**src/hdl/rmfe_pkg.sv**
```systemverilog
// Package with the frame constants and the byte-wide CRC-16 step of the relay frame encoder.
`default_nettype none
package rmfe_pkg;

  localparam int DEFAULT_RELAY_COUNT = 8;
  localparam int MAX_RELAY_COUNT     = 8;
  localparam int BYTE_W              = 8;
  localparam int RELAY_NUM_W         = 4;
  localparam int POS_W               = 3;
  localparam int CRC_W               = 16;

  localparam logic [BYTE_W-1:0] DEV_ADDR     = 8'h01;
  localparam logic [BYTE_W-1:0] FUNC_WR_REG  = 8'h06;
  localparam logic [BYTE_W-1:0] ZERO_BYTE    = 8'h00;
  localparam logic [BYTE_W-1:0] VAL_ON       = 8'h01;
  localparam logic [BYTE_W-1:0] VAL_OFF      = 8'h02;
  localparam logic [CRC_W-1:0]  CRC_INIT     = 16'hFFFF;
  localparam logic [CRC_W-1:0]  CRC_POLY     = 16'hA001;

  // Byte positions inside one write-single-register frame.
  localparam logic [POS_W-1:0] POS_ADDR     = 3'd0;
  localparam logic [POS_W-1:0] POS_FUNC     = 3'd1;
  localparam logic [POS_W-1:0] POS_REG_HI   = 3'd2;
  localparam logic [POS_W-1:0] POS_REG_LO   = 3'd3;
  localparam logic [POS_W-1:0] POS_VAL_HI   = 3'd4;
  localparam logic [POS_W-1:0] POS_VAL_LO   = 3'd5;
  localparam logic [POS_W-1:0] POS_CRC_LO   = 3'd6;
  localparam logic [POS_W-1:0] POS_CRC_HI   = 3'd7;

  // One byte through the reflected CRC-16/MODBUS register, eight shift steps.
  function automatic logic [CRC_W-1:0] crc16_byte(input logic [CRC_W-1:0] crc,
                                                   input logic [BYTE_W-1:0] data);
    logic [CRC_W-1:0] c;
    c = crc ^ {8'h00, data};
    for (int b = 0; b < BYTE_W; b++) begin
      if (c[0]) begin
        c = (c >> 1) ^ CRC_POLY;
      end else begin
        c = c >> 1;
      end
    end
    return c;
  endfunction

endpackage
`default_nettype wire

```
**src/hdl/rmfe_if.sv**
```systemverilog
// Request channel interfaces for relay states in and frame bytes out.
`default_nettype none
interface rmfe_in_if;
  logic                            valid;
  logic                            ready;
  logic [rmfe_pkg::BYTE_W-1:0]     relay_bits;

  modport source (output valid, output relay_bits, input ready);
  modport sink   (input valid, input relay_bits, output ready);
endinterface

interface rmfe_out_if;
  logic                              valid;
  logic                              ready;
  logic [rmfe_pkg::BYTE_W-1:0]       frame_byte;
  logic [rmfe_pkg::RELAY_NUM_W-1:0]  relay_number;
  logic [rmfe_pkg::POS_W-1:0]        byte_position;
  logic                              end_of_frame;
  logic                              last_of_run;

  modport source (output valid, output frame_byte, output relay_number,
                  output byte_position, output end_of_frame, output last_of_run,
                  input ready);
  modport sink   (input valid, input frame_byte, input relay_number,
                  input byte_position, input end_of_frame, input last_of_run,
                  output ready);
endinterface
`default_nettype wire

```
**src/hdl/relay_modbus_frame_encoder_unit.sv**
```systemverilog
// Top level: relay state to Modbus RTU write-single-register frame encoder.
//
// A request on in_ch carries the wanted on/off state of RELAY_COUNT relays.
// The block compares it with the state it last sent (all relays are taken
// as off while the simulation register is set) and, for each changed relay
// in ascending order, sends an eight-byte frame on out_ch, one byte per
// request. After reset every relay gets a frame on the first request.
// The simulation register is written through cfg_wr_en / cfg_wr_data.
// Sequence: after a request is taken, the sequencer scans the relays in
// ascending order, sends a frame for each changed relay and, once no change
// is left, returns to idle after a closing scan; when nothing changed it
// returns after that closing scan alone.
// The pace is set by the one byte per cycle that leaves through the output
// register while out_ch does not stall, and the shared CRC unit folds each
// header byte as it is sent.
// in_ch.ready is high only while the sequencer is idle; a new request can be
// taken while the final byte still waits in the output register.
// When the receiver stalls, the output byte holds and the sequencer waits.
// Reset clears the sent state, sets the first-run flag and the simulation
// register, and empties the output register.
`default_nettype none
module relay_modbus_frame_encoder_unit #(
  parameter int RELAY_COUNT = rmfe_pkg::DEFAULT_RELAY_COUNT
) (
  input  wire logic     clk,
  input  wire logic     rst_n,
  rmfe_in_if.sink       in_ch,
  rmfe_out_if.source    out_ch,
  input  wire logic     cfg_wr_en,
  input  wire logic     cfg_wr_data
);

  localparam int IDX_W = (RELAY_COUNT > 1) ? $clog2(RELAY_COUNT) : 1;

  typedef enum logic [1:0] {ST_IDLE, ST_SCAN, ST_SEND} state_t;

  state_t                           state_r;
  logic                             sim_r;
  logic                             first_r;
  logic [RELAY_COUNT-1:0]           sent_r;
  logic [RELAY_COUNT-1:0]           want_r;
  logic [RELAY_COUNT-1:0]           chg_r;
  logic [IDX_W-1:0]                 idx_r;
  logic [rmfe_pkg::POS_W-1:0]       pos_r;
  logic [rmfe_pkg::CRC_W-1:0]       crc_r;
  logic [rmfe_pkg::CRC_W-1:0]       crc_nxt;

  logic                             out_valid_r;
  logic [rmfe_pkg::BYTE_W-1:0]      out_byte_r;
  logic [rmfe_pkg::RELAY_NUM_W-1:0] out_relay_r;
  logic [rmfe_pkg::POS_W-1:0]       out_pos_r;
  logic                             out_eof_r;
  logic                             out_last_r;

  logic                             in_take;
  logic                             out_free;
  logic [RELAY_COUNT-1:0]           want_in;
  logic [RELAY_COUNT-1:0]           chg_left;
  logic [rmfe_pkg::BYTE_W-1:0]      tx_byte;
  logic [rmfe_pkg::RELAY_NUM_W-1:0] relay_num;

  assign in_ch.ready = (state_r == ST_IDLE);
  assign in_take     = in_ch.valid && in_ch.ready;
  assign out_free    = !out_valid_r || out_ch.ready;
  assign want_in     = sim_r ? '0 : in_ch.relay_bits[RELAY_COUNT-1:0];
  assign relay_num   = rmfe_pkg::RELAY_NUM_W'(idx_r) + 4'd1;

  // Changes still pending once the current relay's frame is done.
  always_comb begin
    chg_left        = chg_r;
    chg_left[idx_r] = 1'b0;
  end

  always_comb begin
    unique case (pos_r)
      rmfe_pkg::POS_ADDR:   tx_byte = rmfe_pkg::DEV_ADDR;
      rmfe_pkg::POS_FUNC:   tx_byte = rmfe_pkg::FUNC_WR_REG;
      rmfe_pkg::POS_REG_HI: tx_byte = rmfe_pkg::ZERO_BYTE;
      rmfe_pkg::POS_REG_LO: tx_byte = rmfe_pkg::BYTE_W'(relay_num);
      rmfe_pkg::POS_VAL_HI: tx_byte = want_r[idx_r] ? rmfe_pkg::VAL_ON : rmfe_pkg::VAL_OFF;
      rmfe_pkg::POS_VAL_LO: tx_byte = rmfe_pkg::ZERO_BYTE;
      rmfe_pkg::POS_CRC_LO: tx_byte = crc_r[7:0];
      rmfe_pkg::POS_CRC_HI: tx_byte = crc_r[15:8];
      default:              tx_byte = rmfe_pkg::ZERO_BYTE;
    endcase
  end

  assign crc_nxt = rmfe_pkg::crc16_byte(crc_r, tx_byte);

  always_ff @(posedge clk) begin
    if (!rst_n) begin
      state_r     <= ST_IDLE;
      sim_r       <= 1'b1;
      first_r     <= 1'b1;
      sent_r      <= '0;
      chg_r       <= '0;
      idx_r       <= '0;
      pos_r       <= '0;
      out_valid_r <= 1'b0;
    end else begin
      if (cfg_wr_en) begin
        sim_r <= cfg_wr_data;
      end
      if (state_r == ST_SEND && out_free) begin
        out_valid_r <= 1'b1;
      end else if (out_valid_r && out_ch.ready) begin
        out_valid_r <= 1'b0;
      end
      unique case (state_r)
        ST_IDLE: begin
          if (in_take) begin
            want_r  <= want_in;
            chg_r   <= first_r ? '1 : (want_in ^ sent_r);
            sent_r  <= want_in;
            first_r <= 1'b0;
            idx_r   <= '0;
            state_r <= ST_SCAN;
          end
        end
        ST_SCAN: begin
          if (chg_r == '0) begin
            state_r <= ST_IDLE;
          end else if (chg_r[idx_r]) begin
            pos_r   <= '0;
            crc_r   <= rmfe_pkg::CRC_INIT;
            state_r <= ST_SEND;
          end else begin
            idx_r <= IDX_W'(idx_r + 1'b1);
          end
        end
        ST_SEND: begin
          if (out_free) begin
            out_byte_r  <= tx_byte;
            out_relay_r <= relay_num;
            out_pos_r   <= pos_r;
            out_eof_r   <= (pos_r == rmfe_pkg::POS_CRC_HI);
            out_last_r  <= (pos_r == rmfe_pkg::POS_CRC_HI) && (chg_left == '0);
            // The CRC covers the six header bytes only; it holds while it is sent.
            if (pos_r < rmfe_pkg::POS_CRC_LO) begin
              crc_r <= crc_nxt;
            end
            pos_r       <= rmfe_pkg::POS_W'(pos_r + 1'b1);
            if (pos_r == rmfe_pkg::POS_CRC_HI) begin
              chg_r   <= chg_left;
              idx_r   <= IDX_W'(idx_r + 1'b1);
              state_r <= ST_SCAN;
            end
          end
        end
        default: begin
          state_r <= ST_IDLE;
        end
      endcase
    end
  end

  assign out_ch.valid         = out_valid_r;
  assign out_ch.frame_byte    = out_byte_r;
  assign out_ch.relay_number  = out_relay_r;
  assign out_ch.byte_position = out_pos_r;
  assign out_ch.end_of_frame  = out_eof_r;
  assign out_ch.last_of_run   = out_last_r;

endmodule
`default_nettype wire

```
**src/flat_wrapper.sv**
```systemverilog
// flat-port wrapper written by rule: the top's interface ports become plain ports
module relay_modbus_frame_encoder_unit_flat 
#(
  parameter int RELAY_COUNT = rmfe_pkg::DEFAULT_RELAY_COUNT
)
  (clk, rst_n, cfg_wr_en, cfg_wr_data, in_ch_valid, in_ch_relay_bits, in_ch_ready, out_ch_valid, out_ch_frame_byte, out_ch_relay_number, out_ch_byte_position, out_ch_end_of_frame, out_ch_last_of_run, out_ch_ready);
  rmfe_in_if in_ch_i ();
  rmfe_out_if out_ch_i ();
  input  wire logic clk;
  input  wire logic rst_n;
  input  wire logic cfg_wr_en;
  input  wire logic cfg_wr_data;
  input wire logic [$bits(in_ch_i.valid)-1:0] in_ch_valid;
  input wire logic [$bits(in_ch_i.relay_bits)-1:0] in_ch_relay_bits;
  output wire logic [$bits(in_ch_i.ready)-1:0] in_ch_ready;
  output wire logic [$bits(out_ch_i.valid)-1:0] out_ch_valid;
  output wire logic [$bits(out_ch_i.frame_byte)-1:0] out_ch_frame_byte;
  output wire logic [$bits(out_ch_i.relay_number)-1:0] out_ch_relay_number;
  output wire logic [$bits(out_ch_i.byte_position)-1:0] out_ch_byte_position;
  output wire logic [$bits(out_ch_i.end_of_frame)-1:0] out_ch_end_of_frame;
  output wire logic [$bits(out_ch_i.last_of_run)-1:0] out_ch_last_of_run;
  input wire logic [$bits(out_ch_i.ready)-1:0] out_ch_ready;
  assign in_ch_i.valid = in_ch_valid;
  assign in_ch_i.relay_bits = in_ch_relay_bits;
  assign in_ch_ready = in_ch_i.ready;
  assign out_ch_valid = out_ch_i.valid;
  assign out_ch_frame_byte = out_ch_i.frame_byte;
  assign out_ch_relay_number = out_ch_i.relay_number;
  assign out_ch_byte_position = out_ch_i.byte_position;
  assign out_ch_end_of_frame = out_ch_i.end_of_frame;
  assign out_ch_last_of_run = out_ch_i.last_of_run;
  assign out_ch_i.ready = out_ch_ready;
  relay_modbus_frame_encoder_unit #(.RELAY_COUNT(RELAY_COUNT)) u_core (.clk(clk), .rst_n(rst_n), .in_ch(in_ch_i), .out_ch(out_ch_i), .cfg_wr_en(cfg_wr_en), .cfg_wr_data(cfg_wr_data));
endmodule
```
**config.mk**
```make
export PLATFORM = sky130hd
export DESIGN_NAME = relay_modbus_frame_encoder_unit_flat
export DESIGN_NICKNAME = d
export VERILOG_FILES = /design/src/hdl/rmfe_pkg.sv /design/src/hdl/rmfe_if.sv /design/src/hdl/relay_modbus_frame_encoder_unit.sv /design/src/flat_wrapper.sv
export SDC_FILE = /design/constraint.sdc
export NUM_CORES = 1
export LEC_CHECK = 0
export BUFFER_PORTS_ARGS = -buffer_cell sky130_fd_sc_hd__buf_2
export CAP_MARGIN = 20
export CORE_UTILIZATION = 30
export CTS_CLUSTER_SIZE = 30
export DETAILED_ROUTE_END_ITERATION = 8
export SLEW_MARGIN = 20
export SYNTH_ARGS = -nofsm -noshare
export SYNTH_HDL_FRONTEND = slang
export SYNTH_SLANG_ARGS = --single-unit
```
**constraint.sdc**
```tcl
create_clock -name clk -period 9.3 [get_ports clk]
set_input_delay 1.86 -clock clk [delete_from_list [all_inputs] [get_ports clk]]
set_output_delay 1.86 -clock clk [all_outputs]
set_load 0.05 [all_outputs]
```
# --- After elaboration in Yosys (flattened, before gate mapping) ---
# Index checks and enable logic that the tools add are counted.
totals:
  ff_bits: 68
  in_bits: 14
  output_inout_bits: 19
  elab_cells: 119
classes:
  n_addsub: 3
  order_cmp: 3
  eq_ne: 17
  n_mux: 45
  n_bitwise: 12
  n_reduce_logical: 24
ops:
  columns: ["operator", "n"]
  rows:
  - ["16-bit two-way mux", 12]
  - ["8-bit one-hot mux with 7 select lines", 1]
  - ["8-bit two-way mux", 5]
  - ["16-bit one-hot mux with 2 select lines", 1]
  - ["3-bit two-way mux", 8]
  - ["2-bit NOT with 3-bit output", 8]
  - ["8-bit zero test", 2]
  - ["8-bit one-hot mux with 2 select lines", 1]
  - ["16-bit by 8-bit bitwise XOR with 16-bit output", 1]
  - ["3-bit == test (second input constant)", 4]
  - ["2-bit two-way mux", 6]
  - ["4-bit AND reduction", 3]
  - ["6-bit AND reduction", 2]
  - ["2-bit != test (second input constant)", 5]
  - ["3-bit one-hot mux with 3 select lines", 1]
  - ["8-bit bitwise AND", 1]
  - ["8-bit NOT", 1]
  - ["8-bit bitwise XOR", 1]
  - ["3-bit by 1-bit adder with 3-bit output (second input constant)", 2]
  - ["1-bit binary-select mux with 3-bit select", 2]
  - ["3-bit by 2-bit == test with 1-bit output (second input constant)", 2]
  - ["2-bit one-hot mux with 3 select lines", 1]
  - ["3-bit one-hot mux with 2 select lines", 1]
  - ["3-bit AND reduction", 2]
  - ["20 further kinds", 31]

# --- Longest topological paths before layout ---
logic_depth:
  word_depth: 24
  mapped_depth: 11
  depth_no_buf: 10

# --- Worst setup path before layout ---
# No wires, ideal clock.
synth_timing:
  kind: "input port to flip-flop"
  start: "in out_ch_ready"
  end: "reg u_core.crc_r[0] in the netlist's numbering, enable pin"
  setup_time_ns: 0.374
  t_arrival_ns: 2.843
  t_required_ns: 8.926
  slack_ns: 6.083
  cell_stages: 5
  n_path_buf: 0
  path_cell_list: "nor2b_1 -> nand2_1 -> o21ai_0 -> a21oi_1 -> and3_1"
synth_between:
  elab_chain_cells: 3
synth_lines:
  columns: ["item", "line_no", "source"]
  rows:
  - ["start: declaration", "flat_wrapper.sv:22", "input wire logic [$bits(out_ch_i.ready)-1:0] out_ch_ready;"]
  - ["1-bit logical OR", "relay_modbus_frame_encoder_unit.sv:64", "assign out_free = !out_valid_r || out_ch.ready;"]
  - ["2-bit by 1-bit != test with 1-bit output (no line)", null, null]
  - ["6-bit AND reduction (no line)", null, null]
  - ["end signal: assignment", "relay_modbus_frame_encoder_unit.sv:125", "crc_r <= rmfe_pkg::CRC_INIT;"]
  - ["end signal: assignment", "relay_modbus_frame_encoder_unit.sv:140", "crc_r <= crc_nxt;"]
  - ["end: declaration", "relay_modbus_frame_encoder_unit.sv:45", "logic [rmfe_pkg::CRC_W-1:0] crc_r;"]
# Every way passes these cells.
# A chain may end at the register's enable or synchronous reset.

# --- Worst setup path after layout ---
layout_timing:
  start: "reg u_core.idx_r[2]"
  end: "reg u_core.crc_r[15] in the netlist's numbering, data pin"
layout_between:
  elab_chain_cells: 17
  elab_cells_between_ends: 20
  classes_between: "add/sub: 1; mux: 15; bitwise: 4"
layout_lines:
  columns: ["item", "line_no", "source"]
  rows:
  - ["start: declaration", "relay_modbus_frame_encoder_unit.sv:43", "logic [IDX_W-1:0] idx_r;"]
  - ["start signal: assignment", "relay_modbus_frame_encoder_unit.sv:128", "idx_r <= IDX_W'(idx_r + 1'b1);"]
  - ["start signal: assignment", "relay_modbus_frame_encoder_unit.sv:145", "idx_r <= IDX_W'(idx_r + 1'b1);"]
  - ["1-bit binary-select mux with 3-bit select", "relay_modbus_frame_encoder_unit.sv:80", "rmfe_pkg::POS_VAL_HI: tx_byte = want_r[idx_r] ? rmfe_pkg::VAL_ON : rmfe_pkg::VAL_OFF;"]
  - ["1-bit two-way mux (not written as such)", "relay_modbus_frame_encoder_unit.sv:80", null]
  - ["2-bit two-way mux", "relay_modbus_frame_encoder_unit.sv:80", null]
  - ["8-bit one-hot mux with 7 select lines (*)", "relay_modbus_frame_encoder_unit.sv:75", "unique case (pos_r)"]
  - ["16-bit by 8-bit bitwise XOR with 16-bit output (*)", "rmfe_pkg.sv:34", "c = crc ^ {8'h00, data};"]
  - ["2-bit NOT with 3-bit output (no line)", null, null]
  - ["16-bit two-way mux (*) (8 in a row)", "rmfe_pkg.sv:36", "if (c[0]) begin"]
  - ["16-bit two-way mux (*)", "relay_modbus_frame_encoder_unit.sv:139", "if (pos_r < rmfe_pkg::POS_CRC_LO) begin"]
  - ["16-bit two-way mux (*)", "relay_modbus_frame_encoder_unit.sv:132", "if (out_free) begin"]
  - ["16-bit one-hot mux with 2 select lines (*)", "relay_modbus_frame_encoder_unit.sv:109", "unique case (state_r)"]
# Every way passes the cells marked *; elsewhere a longest branch is shown, timed or not. The select of a mux whose other input is x is not followed.

==> out/metrics.yaml <==
fin_crit_ns: 3.49
ir_worst_vdd_mv: 0.126
vias: 2705
post_cts_resized: 0
async_reset_ff_frac: 0
rsz0062_at_grt: "false"
die-area_sq_um: 12800
synthTopCellsByArea: "edfxtp_1 33%, dfxtp_1 15%, nand2_1 5.5%"
max_freq_mhz: 287
maxSlewHeadroom: 0.338
routed_wirelength_um: 7780
cts_htree_levels: 3
fp.dieW_um: 113
yosys.area.top_type_share: 0.332
grt_start_max_net_pins: 37
syn_nets: 391
wl_per_cell_um: 14.3
start_util: 0.309
first_iter_violations: 171
whs_ns: 0.463
fp.dieH_um: 113
cts_buffer_depth: 2
tritoncts: "done"
boundaryPins: 33
antenna_found_initial: 0
post_cts_buffers: 0
r2r_end: "u_core.crc_r[15]"
cellLeakagePower_nw: 1.54
num-nets-final: 418
synth_cells: 365
grtUsageMet2: 0.212
drive_gt1_frac: 0.169
worstSetupStartpoint: "u_core.idx_r[2]"
multi_input_area_sq_um: 1790
powerDensity_nw_per_um2: 234
nFillCells: 1217
fin_tns_setup_ns: 0
core_sq_um: 12000
vias_per_cell: 4.97
hold_buffers: 0
hold_viol_final: 0
numPortBuffers: 32
r2r_start: "u_core.idx_r[2]"
postRouteAntennaNets: 0
report.final.slew_viol_count: 0
fin_crit_sh: 0.375
critPathLaunchType: "flop"
status: "finished, final reports clean"
met1_usage: 0.179
rows: 40
top_usage_layer: "met2"
min_path_type: "reg -> reg"
dpl.hpwl_um: 5600
skew_ns: 0.00549
post_synth.cell_area_avg_sq_um: 10.2
yosysSeqAreaShare: 0.478
diodes: 0
synth_edf_count: 41
yosys_warnings: 0
netlist_area_sq_um: 3710
tightest_slew_ns: 0.990
worstSetupPathType: "reg -> reg"
clk_pin_slew_ns: 0.05
register_area_sq_um: 1770
final_cell_mix: "54 x nand2_1, 41 x edfxtp_1, 32 x buf_2"
finalSetupViolations: 0
synth_ff_type: "edfxtp_1"
synth-seq-cells: 68
maxCapViolations: 0
cp-end-kind: "flop"
cts-buffers-inserted: 9
layout_commonest_cell: "nand2_1"
critPathMaxFanout: 24
area_growth_pct: 14.6
worstPathArrival_ns: 3.55
drt_first_pass_iters: 4
crit_path_end: "u_core.crc_r[15]"
finalWeightedCongestion: 0.859
track_usage: 0.135
drc_errors: 0
yosysTopAreaCell: "edfxtp_1"
cts_root_buffer: "clkbuf_16"
grt_first_pass_wirelength_um: 13400
rr_worst_depth: 8
overflow: 0
cts_sinks: 68
required_ns: 9.37
clk_latency_ns: 0.33
use_met3: 0.0445
rrSetupSlack_ns: 5.81
grt_pass1_vias: 2658
yosysUniqueCellTypes: 60
==> report_power, final <==
part	leakage (nW)	switching, mW	internal (mW)	total (mW)
logic	0.835	0.178	0.0966	0.275
clock network	0.139	0.120	0.194	0.314
registers	0.566	0.0399	0.367	0.407
==> kinds of logic (layout without fill, tap and decap cells) <==
logic type	Yosys count	in the layout	share of synthesized area
compound gates	77	77	0.144
xor+xnor	28	28	0.0766
fa+ha+maj	12	12	0.0405
buf+inv	32	64	0.0395
flops	68	68	0.478
mux	5	5	0.0182
simple gates	143	143	0.203
==> metal layers <==
metal	wire (um)	up-vias	share of wire
met4	106	0	0.014
met2	3580	53	0.46
met3	259	8	0.033
met1	3840	1288	0.49
met5	0	-	0
li1	-	1356	-
==> synth_stat cells, drive strengths merged (2+ instances only) <==
master  instances
and3b           2
ha             12
xnor2          17
xor2            9
clkbuf         15
and3            6
nor4            2
and2            5
a21boi         12
edfxtp         41
mux2i           3
nand2b          7
nor2           11
nor2b          18
a21o            2
nand4b          2
dfxtp          27
inv            15
a221oi          9
o21a            4
or3             3
a22o            2
nand4           3
a211oi          2
nor3            4
o211ai          2
a22oi           3
o21ai          14
nand3          16
and2b           3
or2             2
a21oi          16
o31ai           5
nand2          54
==> state kept, by name, indices dropped and copies added, names as in the netlist <==
signal and flops:
u_core.out_ch.valid 1, u_core.idx_r 3, u_core.crc_r 16, u_core.out_ch.last_of_run 1, u_core.sim_r 1, u_core.out_ch.byte_position 3, u_core.first_r 1, u_core.want_r 8
u_core.out_ch.end_of_frame 1, u_core.chg_r 8, u_core.state_r 2, u_core.pos_r 3, u_core.sent_r 8, u_core.out_ch.frame_byte 8, u_core.out_ch.relay_number 4
==> stage by stage <==
stage | setup slack [ns] | instances | cell area [sq um] | power [mW] | utilization
global route | 5.54 | 544 | 4250 | 1.06 | 0.354
global placement | 5.73 | 528 | 3970 | 0.682 | 0.330
finish | 5.81 | 544 | 4250 | 0.995 | 0.354
CTS | 5.82 | 544 | 4250 | 1.00 | 0.354
detailed placement | 5.65 | 528 | 3970 | 0.688 | 0.330
floorplan | 6.08 | 365 | 3710 | 0.622 | -
==> worst min-delay path by stage <==
stage	end	depth (start not counted)	slack, ns	start
after floorplan	u_core.first_r	2	0.44	u_core.first_r
final	u_core.first_r	2	0.46	u_core.first_r
after detailed placement	u_core.first_r	2	0.45	u_core.first_r
after global placement	u_core.first_r	2	0.45	u_core.first_r
after CTS	u_core.first_r	2	0.46	u_core.first_r
after global routing	u_core.first_r	2	0.50	u_core.first_r
==> worst max-delay path: stages (launching register included) <==
cell	delay (ns)
dfxtp_1	0.82
mux2_4	0.35
mux4_2	0.47
o31ai_1	0.37
mux2i_1	0.35
xor2_1	0.28
xnor3_2	0.34
xor2_1	0.18
nand2_1	0.07
==> layout make-up <==
cell class / instances / area share
clock buffers: 12 / 0.0604
clock inverters: 4 / 0.00560
inverters: 15 / 0.0133
multi-input cells: 265 / 0.421
flip-flops and latches: 68 / 0.417
well taps: 147 / 0.0433
repair buffers: 33 / 0.0395
No activity file was read; power rests on OpenSTA's default activity.
